--- config.mk ---
export PLATFORM = sky130hd
export DESIGN_NAME = wmd_ctrl
export DESIGN_NICKNAME = d
export VERILOG_FILES = /design/src/rtl/wmd_pkg.sv /design/src/rtl/wmd_ctrl.sv
export SDC_FILE = /design/constraint.sdc
export NUM_CORES = 1
export LEC_CHECK = 0
export BUFFER_PORTS_ARGS = -buffer_cell sky130_fd_sc_hd__buf_2
export CORE_AREA = 4 4 41 43
export DETAILED_ROUTE_END_ITERATION = 16
export DIE_AREA = 0 0 45 47
export SLEW_MARGIN = 5
export SYNTH_ARGS = -nofsm -noshare
export SYNTH_HDL_FRONTEND = slang
export SYNTH_SLANG_ARGS = --single-unit
--- constraint.sdc ---
create_clock -name clock -period 1.3 [get_ports clock]
set_input_delay 0.26 -clock clock [delete_from_list [all_inputs] [get_ports clock]]
set_output_delay 0.26 -clock clock [all_outputs]
set_load 0.005 [all_outputs]
--- src/rtl/wmd_pkg.sv ---
`default_nettype none
package wmd_pkg;
   localparam int MaxWidth   = 1024;
   localparam int MaxHeight  = 1024;
   localparam int MaxRadius  = 8;
   localparam int KernelSide = 2 * MaxRadius + 1;
   localparam int KernelSize = KernelSide * KernelSide;
   localparam int LsRows     = 2 * MaxRadius + 2;
   localparam int LsDepth    = LsRows * MaxWidth;
   localparam int ColW  = $clog2(MaxWidth);
   localparam int RowW  = $clog2(MaxHeight);
   localparam int LsRowW = $clog2(LsRows);
   localparam int LsAddrW = $clog2(LsDepth);
   localparam int KAddrW = $clog2(KernelSize);
   localparam int KIdxW = $clog2(KernelSide);
   localparam int CsrIdxW = 2;
   localparam int CsrDataW = 11;
   localparam int RadW = 4;
   localparam int WeightW = 9;
   localparam logic [WeightW-1:0] Unity = 9'd256;

   localparam logic [1:0] CmdWeight = 2'd0;
   localparam logic [1:0] CmdPixel  = 2'd1;
   localparam logic [1:0] CmdDrain  = 2'd2;
   localparam logic [1:0] CmdSpare  = 2'd3;

   localparam logic [CsrIdxW-1:0] RegWidth  = 2'd0;
   localparam logic [CsrIdxW-1:0] RegHeight = 2'd1;
   localparam logic [CsrIdxW-1:0] RegRadius = 2'd2;

   typedef struct packed {
      logic [1:0] command;
      logic [4:0] kernel_row;
      logic [4:0] kernel_col;
      logic [8:0] kernel_weight;
      logic [7:0] source_pixel;
   } req_type;

   typedef struct packed {
      logic [7:0] out_pixel;
      logic [9:0] out_col;
      logic [9:0] out_row;
      logic       frame_last;
   } rsp_type;

   // Controller to datapath.
   typedef struct packed {
      logic clear;    // write zero to the next kernel entry
      logic load;     // capture item, update stores and counters
      logic win_init; // start window walk
      logic tap;      // issue one tap read
      logic emit;     // place result into output register
   } cmd_type;

   // Datapath to controller.
   typedef struct packed {
      logic clear_done; // last kernel entry being cleared
      logic ready_out;  // an output is due
      logic win_done;   // last tap issued
      logic pipe_empty; // no tap reads in flight
   } sts_type;
endpackage
`default_nettype wire

--- src/rtl/wmd_ctrl.sv ---
`default_nettype none
module wmd_ctrl (
   input  wire logic            clock,
   input  wire logic            reset,
   input  wire logic            req_valid,
   output logic                 req_ready,
   output logic                 rsp_valid,
   input  wire logic            rsp_ready,
   output wmd_pkg::cmd_type     cmd,
   input  wire wmd_pkg::sts_type sts
);
   typedef enum logic [2:0] {
      ST_CLEAR, ST_IDLE, ST_CHECK, ST_WALK, ST_FLUSH, ST_EMIT
   } state_type;

   state_type state_ff, state_in;
   logic      rsp_valid_ff, rsp_valid_in;

   assign req_ready = (state_ff == ST_IDLE) && !rsp_valid_ff;
   assign rsp_valid = rsp_valid_ff;

   // Commands decoded from the current state.
   always_comb begin
      cmd          = '0;
      cmd.clear    = (state_ff == ST_CLEAR);
      cmd.load     = req_valid && req_ready;
      cmd.win_init = (state_ff == ST_CHECK) && sts.ready_out;
      cmd.tap      = (state_ff == ST_WALK);
      cmd.emit     = (state_ff == ST_EMIT) && !rsp_valid_ff;
   end

   // Next state and output-valid logic.
   always_comb begin
      state_in     = state_ff;
      rsp_valid_in = rsp_valid_ff;
      if (rsp_valid_ff && rsp_ready) begin
         rsp_valid_in = 1'b0;
      end
      unique case (state_ff)
         ST_CLEAR: begin
            if (sts.clear_done) begin
               state_in = ST_IDLE;
            end
         end
         ST_IDLE: begin
            if (cmd.load) begin
               state_in = ST_CHECK;
            end
         end
         ST_CHECK: begin
            state_in = sts.ready_out ? ST_WALK : ST_IDLE;
         end
         ST_WALK: begin
            if (sts.win_done) begin
               state_in = ST_FLUSH;
            end
         end
         ST_FLUSH: begin
            if (sts.pipe_empty) begin
               state_in = ST_EMIT;
            end
         end
         ST_EMIT: begin
            if (!rsp_valid_ff) begin
               rsp_valid_in = 1'b1;
               state_in     = ST_IDLE;
            end
         end
         default: state_in = ST_IDLE;
      endcase
   end

   always_ff @(posedge clock) begin
      if (reset) begin
         state_ff     <= ST_CLEAR;
         rsp_valid_ff <= 1'b0;
      end else begin
         state_ff     <= state_in;
         rsp_valid_ff <= rsp_valid_in;
      end
   end
endmodule
`default_nettype wire

==> results.cfg <==
[status]
status = finished with violations
violations = negative setup slack

[grt]
grt_pass1_wl_um = 1730
grtUsageTotal_pct = 11.7
grt_pass1_vias = 405
grt_max_degree = 7
grt_antenna_before_repair = 0
grt-ovfl-total = 0

[timing]
layout_worst_path_cycle_share_pct = 105
worstMarginPinSlew_ns = 0.355
hold_viol = 0
finalSetupViolations = 4
max_freq_ghz = 0.735
finClkSkew_ns = 0.00346
finalCriticalPeriod_ns = 1.36
maxSlewHeadroom_pct = 75.7
final.setup.worst_slack_ns = -0.0599
slew_viol_final = 0
hold_ws_ns = 0.220
rsz0062_at_grt = yes

[placement]
gp_congestion = 0.772
dp_hpwl_um = 694
port-buffer-count = 14

[drt]
drc = 0
antenna_left = 0
wl_per_cell_um = 14.0
first_iter_violations = 3
totalWireLength_um = 1170
vias = 411
routed_via_density = 4.89
firstDrtPassIters = 4

[worst_setup_path]
crit_start = state_ff[2]
worst_setup_path_start_kind = flip-flop
reg2reg_from = state_ff[1]
cp.required_ns = 1.04
crit_arrival_ns = 1.10
setup.worst_path.end_class = output port
timing_worst_setup_path_type = flip-flop to output port
cp_max_fo = 6

[job]
cap_violations = 0

[floorplan]
initial_core_util_pct = 26.9
ios = 15
dieArea_mm2 = 0.00212
die_y_um = 47
die_w_um = 45
core_mm2 = 0.00130
rows = 13

[power_and_ir_drop]
p_leak_nw = 0.299
power.density_mw_per_mm2 = 1960
ir_drop_v = 0.00112
power.total_mw = 1.24

[synth]
syn_avg_cell_area_um2 = 8.76
synth.distinct_cells = 24
yosys_warnings = 0
synth-seq-cells = 4
netlist_area_um2 = 350
ys_seq_area_share_pct = 22.9
syn_nets = 48
synth_cells = 40

[clock_network]
cts.sink_count = 4
cts-buffers-inserted = 3
clkLatencyLatePin_ns = 0.23
cts_tree = done
cts_root_buf = clkbuf_4
clock_path_buffers = 2
cts-htree-levels = 1
path_clk_slew_ns = 0.04

[cells_and_area]
final_util_pct = 48.6
n_fill_cell = 130
drive_above_1_share_pct = 71.0
syn2layout_area_growth_pct = 80.4
final_nets = 79
num_antenna_cells = 0

[min_path]
hp-start = sts[1]
hp-class = primary input to flip-flop
[synth_stat cells, drive strengths merged]
| library cell | n | area share, % |
|---|---|---|
| a21oi | 4 | 5.7 |
| dfxtp | 4 | 23 |
| inv | 4 | 4.3 |
| a2111oi | 3 | 8.2 |
| buf | 3 | 8.6 |
| nor2 | 3 | 3.2 |
| nor3 | 3 | 5.7 |
| nand2b | 2 | 3.6 |
| nor3b | 2 | 4.3 |
| a21o | 1 | 2.1 |
| and2b | 1 | 2.5 |
| and3 | 1 | 3.2 |
| and3b | 1 | 3.6 |
| and4bb | 1 | 3.6 |
| mux2i | 1 | 2.9 |
| nand3b | 1 | 2.1 |
| nor2b | 1 | 2.5 |
| o21ai | 1 | 1.4 |
| o221ai | 1 | 2.5 |
| o22a | 1 | 2.5 |
| o32ai | 1 | 4.6 |
[per-layer routing]
metal	share of wire, %	track usage (%)
met2	54	21.2
met3	4.6	3.83
met4	0	5.26
met1	41	12.3
met5	0	0
[state kept, by name (all words and copies together), names as in the netlist]
signal     cells
state_ff       3
rsp_valid      1
[logic make-up (layout without fill, tap and decap cells)]
| logic type | Yosys count | in the layout | synth area share, % |
|---|---|---|---|
| simple gates | 16 | 16 | 34.3 |
| compound gates | 12 | 12 | 27.1 |
| buf+inv | 7 | 36 | 12.9 |
| flops | 4 | 4 | 22.9 |
| mux | 1 | 1 | 2.86 |
[power breakdown]
group	switching (mW)	internal, mW	total [mW]
logic	0.323	0.509	0.833
clock network	0.0496	0.103	0.153
registers	0.0699	0.185	0.255
total	0.443	0.798	1.24
[cells in the final DEF, fill, tap and decap left out]
| cell | instances |
|---|---|
| a2111oi_2 | 1 |
| and2b_2 | 1 |
| nor3_2 | 3 |
| a2111oi_0 | 1 |
| a21o_1 | 1 |
| nor2_1 | 2 |
| a21oi_1 | 4 |
| o21ai_1 | 1 |
| and3_4 | 1 |
| buf_2 | 12 |
| buf_6 | 8 |
| mux2i_1 | 1 |
| and4bb_2 | 1 |
| nor2_4 | 1 |
| inv_1 | 4 |
| nor2b_4 | 1 |
| nor3b_2 | 1 |
| clkbuf_4 | 3 |
| o221ai_1 | 1 |
| buf_4 | 9 |
| and3b_4 | 1 |
| nand2b_1 | 1 |
| dfxtp_2 | 1 |
| nand2b_4 | 1 |
| dfxtp_4 | 3 |
| nor3b_1 | 1 |
| o22a_1 | 1 |
| nand3b_1 | 1 |
| a2111oi_1 | 1 |
| o32ai_2 | 1 |
[per-stage QoR]
step	cell area (µm²)	cells	setup slack [ns]	setup TNS [ns]
after global placement	469	74	0.0808	0
after floorplan	350	40	0.160	0
after global routing	632	84	-0.0961	-0.474
final	632	84	-0.0599	-0.199
after detailed placement	469	74	0.0756	0
after CTS	603	82	-0.0650	-0.189
[worst max-delay path: stages, from the launching register on]
cell and delay (ns):
dfxtp_4 0.36, buf_6 0.12, and3b_4 0.30, buf_6 0.09
[area by class of cell]
cell class                      instances  area [µm²]  area share (%)
Tap cell                               15        18.8            2.97
Clock buffer                            3        22.5            3.56
Timing Repair Buffer                   29         218            34.5
Inverter                                4        15.0            2.38
Multi-Input combinational cell         29         265            42.0
Sequential cell                         4        92.6            14.7
[worst paths after layout]
kind / slack (ns) / end / cells after the start
hold reg to reg: 0.59 / state_ff[1] / 2
setup reg to reg: 0 / state_ff[2] / 5
hold / removal: 0.22 / state_ff[0] / 2
setup / recovery: -0.06 / cmd[1] / 3
[what timing repair did]
item | in CTS | in global routing
setup buffers | 5 | 2
pin swaps | 3 | 0
hold buffers | 0 | 0
setup endpoints to repair | 6 | 8
gates resized for setup | 19 | 4
cloned | 0 | 0
Power figures use the tool's default switching activity.
